==> src/design/bsec_pkg.sv <==
package bsec_pkg;

    localparam int LINE_LENGTH_W = 13;
    localparam logic [LINE_LENGTH_W-1:0] LINE_LENGTH_RESET = 13'd320;

    localparam int GROUP_RUNS = 6;
    localparam int FIRST_GROUP_RUN = 7;

    localparam int EDGE_W = 3;
    localparam int SCALE = 22;
    localparam int K_MIN = 2;
    localparam int K_MAX = 7;

    typedef logic [LINE_LENGTH_W-1:0] line_length_t;
    typedef logic [EDGE_W-1:0] edge_t;

endpackage

==> src/design/bsec_runlen.sv <==
module bsec_runlen #(
    parameter int MAX_LINE = 4096
) (
    input  logic                           clk,
    input  logic                           rst_n,
    input  bsec_pkg::line_length_t         line_length_cur,
    input  logic                           in_valid,
    output logic                           in_stall,
    input  logic                           pixel,
    output logic                           grp_valid,
    input  logic                           grp_ready,
    output logic [$clog2(MAX_LINE)-1:0]    grp_len [bsec_pkg::GROUP_RUNS],
    output logic [$clog2(MAX_LINE/3+1)-1:0] grp_start
);

    localparam int IDX_W = $clog2(MAX_LINE);
    localparam int RUN_W = $clog2(MAX_LINE/3 + 1);
    localparam int LL_W  = bsec_pkg::LINE_LENGTH_W;
    localparam int CW_A  = (RUN_W + 2 > LL_W) ? RUN_W + 2 : LL_W;
    localparam int CW    = (CW_A > IDX_W + 1) ? CW_A : IDX_W + 1;
    localparam int NR    = bsec_pkg::GROUP_RUNS;

    logic             prev_pixel_reg, prev_pixel_next;
    logic [IDX_W-1:0] pixel_index_reg, pixel_index_next;
    logic [IDX_W-1:0] run_start_reg, run_start_next;
    logic [RUN_W-1:0] run_count_reg, run_count_next;
    logic [2:0]       slot_reg, slot_next;
    logic [IDX_W-1:0] window_reg [NR];
    logic             grp_valid_reg, grp_valid_next;
    logic [IDX_W-1:0] grp_len_reg [NR];
    logic [RUN_W-1:0] grp_start_reg;

    logic [CW-1:0]    eff_len;
    logic [CW-1:0]    room_need;
    logic [CW-1:0]    index_plus;
    logic [RUN_W-1:0] run_inc;
    logic             accept;
    logic             prev_eff;
    logic             record;
    logic             emit;
    logic             line_end;
    logic [IDX_W-1:0] len_run;

    always_comb
    begin
        if (line_length_cur == '0)
        begin
            eff_len = CW'(1);
        end
        else if (CW'(line_length_cur) > CW'(MAX_LINE))
        begin
            eff_len = CW'(MAX_LINE);
        end
        else
        begin
            eff_len = CW'(line_length_cur);
        end
    end

    assign in_stall = grp_valid_reg && !grp_ready;
    assign accept   = in_valid && !in_stall;

    // a run can be recorded while 3 * (count + 1) <= length, i.e. count < length / 3
    assign run_inc    = run_count_reg + RUN_W'(1);
    assign room_need  = CW'(run_inc) + (CW'(run_inc) << 1);
    assign prev_eff   = (pixel_index_reg == '0) ? pixel : prev_pixel_reg;
    assign record     = (pixel != prev_eff) && (room_need <= eff_len);
    assign emit       = record && (slot_reg == 3'd1)
                        && (run_count_reg >= RUN_W'(bsec_pkg::FIRST_GROUP_RUN));
    assign len_run    = pixel_index_reg - run_start_reg;
    assign index_plus = CW'(pixel_index_reg) + CW'(1);
    assign line_end   = index_plus >= eff_len;

    always_comb
    begin
        prev_pixel_next  = prev_pixel_reg;
        pixel_index_next = pixel_index_reg;
        run_start_next   = run_start_reg;
        run_count_next   = run_count_reg;
        slot_next        = slot_reg;
        if (accept)
        begin
            prev_pixel_next = pixel;
            if (record)
            begin
                run_count_next = run_inc;
                run_start_next = pixel_index_reg;
                slot_next      = (slot_reg == 3'(NR - 1)) ? 3'd0 : slot_reg + 3'd1;
            end
            if (line_end)
            begin
                prev_pixel_next  = 1'b0;
                pixel_index_next = '0;
                run_start_next   = '0;
                run_count_next   = '0;
                slot_next        = 3'd0;
            end
            else
            begin
                pixel_index_next = pixel_index_reg + IDX_W'(1);
            end
        end
    end

    always_comb
    begin
        grp_valid_next = grp_valid_reg;
        if (grp_ready)
        begin
            grp_valid_next = 1'b0;
        end
        if (accept && emit)
        begin
            grp_valid_next = 1'b1;
        end
    end

    always_ff @(posedge clk or negedge rst_n)
    begin
        if (!rst_n)
        begin
            prev_pixel_reg  <= 1'b0;
            pixel_index_reg <= '0;
            run_start_reg   <= '0;
            run_count_reg   <= '0;
            slot_reg        <= 3'd0;
            grp_valid_reg   <= 1'b0;
        end
        else
        begin
            prev_pixel_reg  <= prev_pixel_next;
            pixel_index_reg <= pixel_index_next;
            run_start_reg   <= run_start_next;
            run_count_reg   <= run_count_next;
            slot_reg        <= slot_next;
            grp_valid_reg   <= grp_valid_next;
        end
    end

    always_ff @(posedge clk)
    begin
        if (accept && record)
        begin
            window_reg[slot_reg] <= len_run;
        end
    end

    // slot 1 holds the oldest run of the group once the count is at 1 mod 6
    generate
        for (genvar k = 0; k < NR; k++)
        begin : g_grp
            localparam int SRC = (1 + k) % NR;
            always_ff @(posedge clk)
            begin
                if (accept && emit)
                begin
                    grp_len_reg[k] <= window_reg[SRC];
                end
            end
            assign grp_len[k] = grp_len_reg[k];
        end
    endgenerate

    always_ff @(posedge clk)
    begin
        if (accept && emit)
        begin
            grp_start_reg <= run_count_reg - RUN_W'(NR);
        end
    end

    assign grp_valid = grp_valid_reg;
    assign grp_start = grp_start_reg;

endmodule

==> src/design/bsec_classify.sv <==
module bsec_classify #(
    parameter int MAX_LINE = 4096
) (
    input  logic                            clk,
    input  logic                            rst_n,
    input  logic                            grp_valid,
    output logic                            grp_ready,
    input  logic [$clog2(MAX_LINE)-1:0]     grp_len [bsec_pkg::GROUP_RUNS],
    input  logic [$clog2(MAX_LINE/3+1)-1:0] grp_start,
    output logic                            out_valid,
    input  logic                            out_stall,
    output logic [$clog2(MAX_LINE/3+1)-1:0] group_start,
    output bsec_pkg::edge_t                 edge_one,
    output bsec_pkg::edge_t                 edge_two,
    output bsec_pkg::edge_t                 edge_three,
    output bsec_pkg::edge_t                 edge_four
);

    localparam int IDX_W = $clog2(MAX_LINE);
    localparam int RUN_W = $clog2(MAX_LINE/3 + 1);
    localparam int P_W   = IDX_W + 3;
    localparam int E_W   = IDX_W + 1;
    localparam int T_W   = IDX_W + 7;
    localparam int NE    = 4;
    localparam int KM    = bsec_pkg::K_MAX;

    // stage one: group width and edge sums
    logic             v1_reg, v1_next;
    logic [P_W-1:0]   p1_reg;
    logic [E_W-1:0]   e1_reg [NE];
    logic [RUN_W-1:0] start1_reg;
    // stage two: scaled edges and odd multiples of the width
    logic             v2_reg, v2_next;
    logic [T_W-1:0]   s2_reg [NE];
    logic [T_W-1:0]   t2_reg [1:KM];
    logic [RUN_W-1:0] start2_reg;
    // stage three: result
    logic             v3_reg, v3_next;
    bsec_pkg::edge_t  k3_reg [NE];
    bsec_pkg::edge_t  k3_next [NE];
    logic [RUN_W-1:0] start3_reg;

    logic           r1, r2, r3;
    logic [P_W-1:0] p_sum;

    assign r3        = !v3_reg || !out_stall;
    assign r2        = !v2_reg || r3;
    assign r1        = !v1_reg || r2;
    assign grp_ready = r1;

    assign v1_next = r1 ? grp_valid : v1_reg;
    assign v2_next = r2 ? v1_reg : v2_reg;
    assign v3_next = r3 ? v2_reg : v3_reg;

    always_comb
    begin
        p_sum = '0;
        for (int i = 0; i < bsec_pkg::GROUP_RUNS; i++)
        begin
            p_sum = p_sum + P_W'(grp_len[i]);
        end
    end

    always_ff @(posedge clk)
    begin
        if (r1 && grp_valid)
        begin
            p1_reg     <= p_sum;
            start1_reg <= grp_start;
            for (int i = 0; i < NE; i++)
            begin
                e1_reg[i] <= E_W'(grp_len[i]) + E_W'(grp_len[i+1]);
            end
        end
    end

    always_ff @(posedge clk)
    begin
        if (r2 && v1_reg)
        begin
            start2_reg <= start1_reg;
            for (int i = 0; i < NE; i++)
            begin
                s2_reg[i] <= T_W'(e1_reg[i]) * T_W'(bsec_pkg::SCALE);
            end
            for (int j = 1; j <= KM; j++)
            begin
                t2_reg[j] <= T_W'(p1_reg) * T_W'(2 * j + 1);
            end
        end
    end

    // k modules when (2k-1)p <= 22e < (2k+1)p
    always_comb
    begin
        for (int i = 0; i < NE; i++)
        begin
            k3_next[i] = '0;
            for (int k = bsec_pkg::K_MIN; k <= KM; k++)
            begin
                if ((s2_reg[i] >= t2_reg[k-1]) && (s2_reg[i] < t2_reg[k]))
                begin
                    k3_next[i] = bsec_pkg::EDGE_W'(k);
                end
            end
        end
    end

    always_ff @(posedge clk)
    begin
        if (r3 && v2_reg)
        begin
            start3_reg <= start2_reg;
            for (int i = 0; i < NE; i++)
            begin
                k3_reg[i] <= k3_next[i];
            end
        end
    end

    always_ff @(posedge clk or negedge rst_n)
    begin
        if (!rst_n)
        begin
            v1_reg <= 1'b0;
            v2_reg <= 1'b0;
            v3_reg <= 1'b0;
        end
        else
        begin
            v1_reg <= v1_next;
            v2_reg <= v2_next;
            v3_reg <= v3_next;
        end
    end

    assign out_valid   = v3_reg;
    assign group_start = start3_reg;
    assign edge_one    = k3_reg[0];
    assign edge_two    = k3_reg[1];
    assign edge_three  = k3_reg[2];
    assign edge_four   = k3_reg[3];

endmodule

==> src/design/barcode_scanline_edge_classifier_core.sv <==
// Scanline edge classifier: takes one binarized pixel per clock unless stalled, run-length
// codes the line and, for every group of six runs after the first run, reports four
// adjacent-pair edge widths in modules (2..7, 0 when unclassifiable). The pixel side
// takes one item every cycle unless stalled; run tracking finishes in the cycle the pixel
// is taken, and a group then passes a four-register pipeline (group, sums, scaled compares,
// result), entered when the pixel closing the run after the group is taken. Input stall rises
// only while the group register is full and the result pipeline cannot move.
// line_length is written through its own valid/ready port, which is always ready.
module barcode_scanline_edge_classifier_core #(
    parameter int MAX_LINE = 4096
) (
    input  logic                            clk,
    input  logic                            rst_n,
    input  logic                            line_length_valid,
    output logic                            line_length_ready,
    input  bsec_pkg::line_length_t          line_length,
    input  logic                            in_valid,
    output logic                            in_stall,
    input  logic                            pixel,
    output logic                            out_valid,
    input  logic                            out_stall,
    output logic [$clog2(MAX_LINE/3+1)-1:0] group_start,
    output bsec_pkg::edge_t                 edge_one,
    output bsec_pkg::edge_t                 edge_two,
    output bsec_pkg::edge_t                 edge_three,
    output bsec_pkg::edge_t                 edge_four
);

    localparam int IDX_W = $clog2(MAX_LINE);
    localparam int RUN_W = $clog2(MAX_LINE/3 + 1);

    bsec_pkg::line_length_t line_length_reg;
    logic                   grp_valid;
    logic                   grp_ready;
    logic [IDX_W-1:0]       grp_len [bsec_pkg::GROUP_RUNS];
    logic [RUN_W-1:0]       grp_start;

    assign line_length_ready = 1'b1;

    always_ff @(posedge clk or negedge rst_n)
    begin
        if (!rst_n)
        begin
            line_length_reg <= bsec_pkg::LINE_LENGTH_RESET;
        end
        else if (line_length_valid && line_length_ready)
        begin
            line_length_reg <= line_length;
        end
    end

    bsec_runlen #(
        .MAX_LINE (MAX_LINE)
    ) u_runlen (
        .clk             (clk),
        .rst_n           (rst_n),
        .line_length_cur (line_length_reg),
        .in_valid        (in_valid),
        .in_stall        (in_stall),
        .pixel           (pixel),
        .grp_valid       (grp_valid),
        .grp_ready       (grp_ready),
        .grp_len         (grp_len),
        .grp_start       (grp_start)
    );

    bsec_classify #(
        .MAX_LINE (MAX_LINE)
    ) u_classify (
        .clk         (clk),
        .rst_n       (rst_n),
        .grp_valid   (grp_valid),
        .grp_ready   (grp_ready),
        .grp_len     (grp_len),
        .grp_start   (grp_start),
        .out_valid   (out_valid),
        .out_stall   (out_stall),
        .group_start (group_start),
        .edge_one    (edge_one),
        .edge_two    (edge_two),
        .edge_three  (edge_three),
        .edge_four   (edge_four)
    );

endmodule
==> config.mk <==
export PLATFORM = sky130hd
export DESIGN_NAME = barcode_scanline_edge_classifier_core
export DESIGN_NICKNAME = d
export VERILOG_FILES = /design/src/design/bsec_pkg.sv /design/src/design/bsec_runlen.sv /design/src/design/bsec_classify.sv /design/src/design/barcode_scanline_edge_classifier_core.sv
export SDC_FILE = /design/constraint.sdc
export NUM_CORES = 2
export LEC_CHECK = 0
export BUFFER_PORTS_ARGS = -buffer_cell sky130_fd_sc_hd__buf_4
export CAP_MARGIN = 25
export CORE_MARGIN = 10
export CORE_UTILIZATION = 65
export CTS_CLUSTER_SIZE = 25
export DETAILED_ROUTE_END_ITERATION = 8
export PLACE_DENSITY = 0.92
export SYNTH_ARGS = -nofsm -noshare
export SYNTH_HDL_FRONTEND = slang
export SYNTH_SLANG_ARGS = --single-unit
==> constraint.sdc <==
create_clock -name clk -period 13.38 [get_ports clk]
set_clock_uncertainty 0.05 [all_clocks]
set_input_delay 0 -clock clk [delete_from_list [all_inputs] [get_ports clk]]
set_output_delay 0 -clock clk [all_outputs]
set_load 0.01 [all_outputs]
======== Word level (Yosys, flattened, before mapping) ========
Memory sizes are Yosys's and may differ from the RTL's.
Index checks and enable logic that the tools add are counted.
cells by class
  magnitude comparators ................... 52
  equality and inequality tests ........... 3
  multiply operators ...................... 11
  mux-type cells .......................... 48
  reductions and logical operators ........ 48
  add/sub/neg operators ................... 16
operators with widths
  kind                   count
  $ge 19x19->1           24
  $lt 19x19->1           24
  $mul 15x4->19 const B  4
  $mul 13x4->17 const B  4
  $add 12x12->13         5
  $add 15x12->15         4
  $mux 3                 19
  $mul 15x3->18 const B  2
  $mux 12                3
  $logic_and 1x1->1      34
  $mux 13                2
  $mux 11                2
  $mul 15x2->17 const B  1
  $mux 2                 8
  $mux 1                 14
  $add 11x12->13         1
  $add 12x1->13 const B  1
  $ge 13x13->1           1
  $gt 13x13->1 const B   1
  $le 13x13->1           1
  $logic_not 13->1       1
  $add 12x1->12 const B  1
  $logic_not 12->1       1
  $sub 12x12->12         1
  other kinds (11)       19
storage, ports and cells
  memory bits (writable) .................. 409
  word-level logic and storage cells ...... 199
  memories kept ........................... 6
  flip-flop bits (word level) ............. 115
memories
  memory                words  bits a word  rd ports  clocked after Yosys merged registers in  wr ports  line                 RTL
  u_classify.t2_reg     7      19           7         0                                        7         bsec_classify.sv:35  logic [T_W-1:0] t2_reg [1:KM];
  u_runlen.grp_len_reg  6      12           6         0                                        6         bsec_runlen.sv:30    logic [IDX_W-1:0] grp_len_reg [NR];
  u_runlen.window_reg   6      12           6         0                                        1         bsec_runlen.sv:28    logic [IDX_W-1:0] window_reg [NR];
  u_classify.s2_reg     4      17           4         0                                        4         bsec_classify.sv:34  logic [T_W-1:0] s2_reg [NE];
  u_classify.e1_reg     4      13           4         0                                        4         bsec_classify.sv:30  logic [E_W-1:0] e1_reg [NE];
  u_classify.k3_reg     4      3            4         0                                        4         bsec_classify.sv:39  bsec_pkg::edge_t k3_reg [NE];

======== Logic depth before layout (Yosys ltp) ========
  depth after elaboration ................. 11
  depth in mapped cells ................... 22
  gate-level depth less buffers ........... 21

======== Hierarchy ========
Synthesis repeated with hierarchy kept, for this count alone.
unflattened totals
  cells, all modules ...................... 3,870
  area total of the unflattened synthesis .. 41,995.3 um2
modules (own cells, without submodules)
  module                                 instances  seq. area each (um2)  cells an instance  area an instance (um2)
  bsec_classify                          1          8,933.6               3,198              32,670.1
  bsec_runlen                            1          5,655.4               643                8,790.9
  barcode_scanline_edge_classifier_core  1          327.8                 29                 534.3

======== Worst setup path after synthesis ========
Ideal clock, no wire load.
  path kind ............................... reg-to-reg
  start point ............................. reg u_runlen.run_count_reg[0]
  end point ............................... reg u_runlen.grp_valid_reg (netlist: u_runlen.grp_valid)
  path slack .............................. 2.542 ns
  stages on the path, launching flop included .. 20
  required time ........................... 13.223 ns
  data arrival time ....................... 10.681 ns
  buffers on the path ..................... 0
  path through ............................ dfrtp_1 ha_1 nand3_2 nor2_1 xor2_1 ha_1 a21oi_1 o31ai_1 a21o_1 a21oi_1 xnor2_1 ha_1 a21o_1 a21o_1 a21oi_1 o21ai_0 nor3_2 o21ai_0 a311oi_1 or2_2
between the ends
  cells in the longest elaborated chain, start to end .. 8
  elaborated cells on any way between the ends .. 10
  those cells by class .................... 2 x add/sub; 2 x order compare; 1 x mux; 5 x reduce/logical
ends and longest elaborated chain
  item                         line                RTL
  start: declaration           bsec_runlen.sv:26   logic [RUN_W-1:0] run_count_reg, run_count_next;
  start signal: assignment     bsec_runlen.sv:134  run_count_reg <= run_count_next;
  $add 11x1->11                bsec_runlen.sv:64   assign run_inc = run_count_reg + RUN_W'(1);
  $add 11x12->13               bsec_runlen.sv:65   assign room_need = CW'(run_inc) + (CW'(run_inc) << 1);
  $le 13x13->1                 bsec_runlen.sv:67   assign record = (pixel != prev_eff) && (room_need <= eff_len);
  $logic_and 1x1->1            bsec_runlen.sv:67
  $logic_and 1x1->1            bsec_runlen.sv:68   assign emit = record && (slot_reg == 3'd1)
  $logic_and 1x1->1 *          bsec_runlen.sv:69   && (run_count_reg >= RUN_W'(bsec_pkg::FIRST_GROUP_RUN));
  $logic_and 1x1->1 *          bsec_runlen.sv:112  if (accept && emit)
  $mux 1 *                     bsec_runlen.sv:112
  net u_runlen.grp_valid_next  bsec_runlen.sv:29   logic grp_valid_reg, grp_valid_next;
  end signal: assignment       bsec_runlen.sv:136  grp_valid_reg <= grp_valid_next;
  end: declaration             bsec_runlen.sv:29
The timed path passes the listed nets; every way through them passes the cells marked *.
A chain may end at the register's enable or synchronous reset.

==> results by stage <==
Clocking:
- Buffers inserted during clock tree synthesis total 53.
- The clock slew at the register clock pins of the worst setup and hold paths is 0.07 ns.
- The number of setup buffers added after CTS is 0.
- The clock passes through at most 3 buffers.
- The CTS tree is yes.
- At the later pin of the worst-skew pair, clock insertion delay measures 0.64 ns.
- The number of sinks driven by the clock tree is 506.
- The clock root buffer is sky130_fd_sc_hd__clkbuf_16.
- The deepest level of the CTS H-tree is 2.

Floorplanning:
- The horizontal die dimension is 273 um.
- After floorplanning, the core was divided into 92 placement rows.
- During I/O placement, the number of pins put on the boundary was 45.
- The vertical die dimension is 273 um.
- The initial utilization of the core area, before any placement, comes to 0.659.
- The area of the core region is 0.0633 sq mm.
- The area enclosed by the die boundary is 0.0747 sq mm.

Power:
- The switching portion of total power is 0.364.
- The internal power component is 4.07 mW.
- The leakage power total is 21.1 nW.
- Of the total power, registers draw 0.353.
- In this run the power density over the cells is 141 mW/mm^2.
- The part of the total power dissipated in combinational logic is 0.393.
- Summed over all nets, the switching power comes to 2.33 mW.
- The worst-case IR drop observed on VDD is 0.154 mV.
- The fraction of power consumed by the clock network is 0.254.

Route:
- For this run, the detailed router's first-pass iteration total came to 8.
- The number of DRC markers in iteration 0 is 3542.
- The routed wire length is 121000 um.
- Once detail routing completed, the nets flagged for antenna violations numbered 0.
- The DRC violation count after routing is 0.
- The via density per instance is 6.56.
- The total number of vias is 32000.
- The routed length per placed instance is 24.8 um.

Cells and area:
- Of the cells placed in the final design, the portion with a size suffix greater than 1 is 0.0543.
- The number of flip-flops under the largest register name is 115.
- 0 antenna diodes ended up in the layout.
- Relative to the synthesized area, the layout overhead comes to 8.84%.
- The area taken by multi-input logic gates is 0.0247 sq mm.
- In the final design database the tool counted 4962 nets.
- In the layout the commonest cells are sky130_fd_sc_hd__ha_1 (805), sky130_fd_sc_hd__inv_1 (547), sky130_fd_sc_hd__edfxtp_1 (450).
- The most common cell after layout, fill and taps aside is sky130_fd_sc_hd__ha_1.
- The register area is 0.0149 sq mm.
- The fill cell total of the finished layout is 3971.

Critical path:
- STA puts the critical path data required time at 13.57 ns.
- The cell at the slowest stage of the critical path is sky130_fd_sc_hd__buf_4.
- The kind of end point of the critical path is a flop.
- The largest incremental delay on the critical path is 0.82 ns.
- The kind of start point of the critical path is a flop.
- The startpoint identified for the worst register-to-register timing path is u_runlen.run_count_reg[2].
- Traced cell by cell, the critical path runs through ha_1 > nand3_1 > o21ai_0 > nand2_1 > ha_1 > nand2_1 > o31ai_1 > a21o_1 > a21oi_1 > xnor2_1 > ha_1 > a21o_1 > a21o_1 > a21oi_1 > o21ai_0 > nor3_2 > o21ai_0 > a311oi_4 > buf_4.
- The highest net fanout along the worst path is 84.
- The worst setup path is of the flop to flop kind.
- The critical path starts at u_runlen.run_count_reg[2].
- The data arrival time of the critical path is 6.70 ns.

Yosys:
- The share of the Yosys chip area taken by registers is 0.358.
- Of the total synthesized cell area, the portion taken by full adders, half adders and majority gates is 0.313.
- The multiplexer share of the synthesized area is 0.00552.
- In the synthesized netlist, the number of instances is 3866.
- The compound-cell area share of the yosys netlist was 0.138.
- The largest family of logic cells by synthesized area is adder cells.
- The number of library cell types mapped by synthesis is 87.
- The share of async-settable or async-resettable flops after synthesis is 0.111.
- Counting flops with a built-in enable in the synthesized netlist gives 450.
- The Yosys step of the flow raised 0 warnings.
- Of the total synthesized cell area, the portion taken by AND, OR, NAND and NOR gates is 0.0846.
- The synthesized netlist occupies a cell area of 0.0417 sq mm.
- The count of state elements after synthesis is 506.
- The number of nets produced by synthesis is 4840.
- The xor/xnor cell area share of the yosys netlist is 0.0491.
- In the synthesized netlist the dominant register cell turns out to be sky130_fd_sc_hd__edfxtp_1.
- The synthesized area per cell is 10.8 sq um.

Global route:
- The first global-routing pass estimated 186000 um of wire.
- The number of global-route vias before repair is 32200.
- The overall global routing resource usage is 0.321.
- The total grt overflow is 0.
- The largest net degree at the start of global routing is 85.
- The number of antenna violations at the first check in global routing is 0.

STA:
- At the pin with the least slew margin, the transition time is 1.14 ns.
- Across all hold checks on the routed design, the worst slack comes to 0.129 ns.
- The final number of setup-violating endpoints is 0.
- Across all setup checks in the final design, the least slack found is 6.87 ns.
- Setup repair after global routing left no endpoint under its margin.
- The number of endpoints with negative hold slack in the final report came to 0.
- The final max-slew violation count came to 0.
- For the finished layout, the period the worst path requires is 6.51 ns.
- For the final routed database, the setup TNS stands at 0 ns.
- In this run the tightest slew margin relative to its limit is 0.234.
- The period utilization is 0.487.
- The achievable clock frequency is 0.154 GHz.

Placed design:
- Timing analysis after detailed placement gives a worst setup slack of 7.31 ns.
- Routability-driven placement finished with a final weighted congestion of 1.01.
- Port buffering added 43 buffers.
- The wire-length estimate of the detail-placed layout is 88600 um.

Job:
- Max-cap violations in this run came to 0.

Outcome:
- The run finished with clean final reports.

Worst hold path:
- The source of the worst hold timing path is out_stall.
- The min-delay analysis places its worst path in the category primary input to flop.
-- cells by family after synthesis --
group / after synthesis
fa+ha+maj: 955
compound gates: 876
mux: 21
simple gates: 705
other cells: 1
flops: 506
buf+inv: 569
xor+xnor: 233
-- power by group through the flow --
stage	Clock [mW]	Sequential, mW	Combinational, mW
floorplan	0	2.23	1.80
global placement	0	2.27	2.24
detailed placement	0	2.28	2.37
CTS	1.63	2.25	2.44
global route	1.69	2.27	2.77
finish	1.63	2.26	2.51
-- critical path, delay by kind of cell (launching register included) --
family	cells	cell delay [ns]
compound gates	10	2.47
fa+ha+maj	3	1.15
simple gates	4	0.84
buf+inv	1	0.82
flops	1	0.57
xor+xnor	1	0.15
-- what timing repair did --
item,4_1_cts,5_1_grt
resized for setup,0,0
setup endpoints to repair,0,0
hold endpoints to repair,100,0
hold buffers,34,0
-- per-stage QoR --
step	instance area, sq um	total power, mW	instances	utilization
3_5_place_dp	43100	4.65	4742	0.681
3_3_place_gp	43100	4.51	4742	0.681
6_report	45400	6.40	4878	0.717
5_1_grt	45400	6.72	4878	0.717
2_1_floorplan	41700	4.03	3866	-
4_1_cts	45400	6.32	4875	0.717
-- cell usage after synthesis (5+ instances only) --
master	n	share of area
sky130_fd_sc_hd__a2bb2oi_1	6	0.0013
sky130_fd_sc_hd__o211ai_1	31	0.0056
sky130_fd_sc_hd__a21boi_0	8	0.0014
sky130_fd_sc_hd__a22o_1	22	0.0046
sky130_fd_sc_hd__or2_2	19	0.0028
sky130_fd_sc_hd__a31oi_1	38	0.0057
sky130_fd_sc_hd__a2111oi_0	9	0.0019
sky130_fd_sc_hd__mux2i_1	5	0.0012
sky130_fd_sc_hd__nand3_1	56	0.0067
sky130_fd_sc_hd__xnor2_1	165	0.035
sky130_fd_sc_hd__o2111ai_1	18	0.0038
sky130_fd_sc_hd__edfxtp_1	450	0.32
sky130_fd_sc_hd__and4_1	8	0.0017
sky130_fd_sc_hd__a41oi_1	9	0.0019
sky130_fd_sc_hd__nand4_1	42	0.0063
sky130_fd_sc_hd__dfrtp_1	54	0.032
sky130_fd_sc_hd__buf_2	7	0.00084
sky130_fd_sc_hd__a211o_1	9	0.0019
sky130_fd_sc_hd__o21a_1	45	0.0081
sky130_fd_sc_hd__nor2_1	151	0.014
sky130_fd_sc_hd__fa_1	150	0.072
sky130_fd_sc_hd__nor3_1	83	0.010
sky130_fd_sc_hd__o21ai_0	156	0.019
sky130_fd_sc_hd__o21bai_1	20	0.0036
sky130_fd_sc_hd__and2_1	9	0.0013
sky130_fd_sc_hd__a211oi_1	42	0.0076
sky130_fd_sc_hd__nor4_1	11	0.0016
sky130_fd_sc_hd__clkbuf_1	10	0.00090
sky130_fd_sc_hd__mux2_2	16	0.0043
sky130_fd_sc_hd__ha_1	805	0.24
sky130_fd_sc_hd__a21o_1	144	0.026
sky130_fd_sc_hd__a21oi_1	240	0.029
sky130_fd_sc_hd__o211a_1	5	0.0012
sky130_fd_sc_hd__a31o_2	19	0.0040
sky130_fd_sc_hd__nor2b_1	62	0.0093
sky130_fd_sc_hd__inv_1	547	0.049
sky130_fd_sc_hd__and3_1	25	0.0037
sky130_fd_sc_hd__or3_1	20	0.0030
sky130_fd_sc_hd__nand3b_1	7	0.0013
sky130_fd_sc_hd__xor2_1	67	0.014
sky130_fd_sc_hd__nand2_1	162	0.015
sky130_fd_sc_hd__o31ai_1	11	0.0020
sky130_fd_sc_hd__o41ai_1	5	0.0010
sky130_fd_sc_hd__nand2b_1	26	0.0039
-- worst paths after layout --
check,endpoint,slack (ns),cells after the start
worst max-delay path,u_runlen.grp_len_reg[0][1],6.87,19
min in group asynchronous,line_length_reg[8],0.41,3
worst min register to register,u_runlen.grp_len_reg[5][9],0.36,0
worst min-delay path,u_classify.out_valid,0.13,3
max in group asynchronous,u_runlen.run_start_reg[4],12.57,4
worst max register to register,u_runlen.grp_len_reg[0][1],6.87,19
-- routing by layer --
layer | vias up | share of wire | GRT usage
met1 | 15000 | 0.36 | 0.370
met5 | - | 0 | 0
met2 | 2042 | 0.46 | 0.526
li1 | 14300 | - | -
met4 | 0 | 0.097 | 0.256
met3 | 648 | 0.087 | 0.0552
-- final cells by class --
class | instances | area share
Multi-Input combinational cell | 2791 | 0.544
Sequential cell | 506 | 0.329
Inverter | 547 | 0.0452
Clock buffer | 61 | 0.0301
Tap cell | 846 | 0.0233
Timing Repair Buffer | 89 | 0.0172
Clock inverter | 38 | 0.0118
Note: power is estimated with default switching activity, not from simulation.
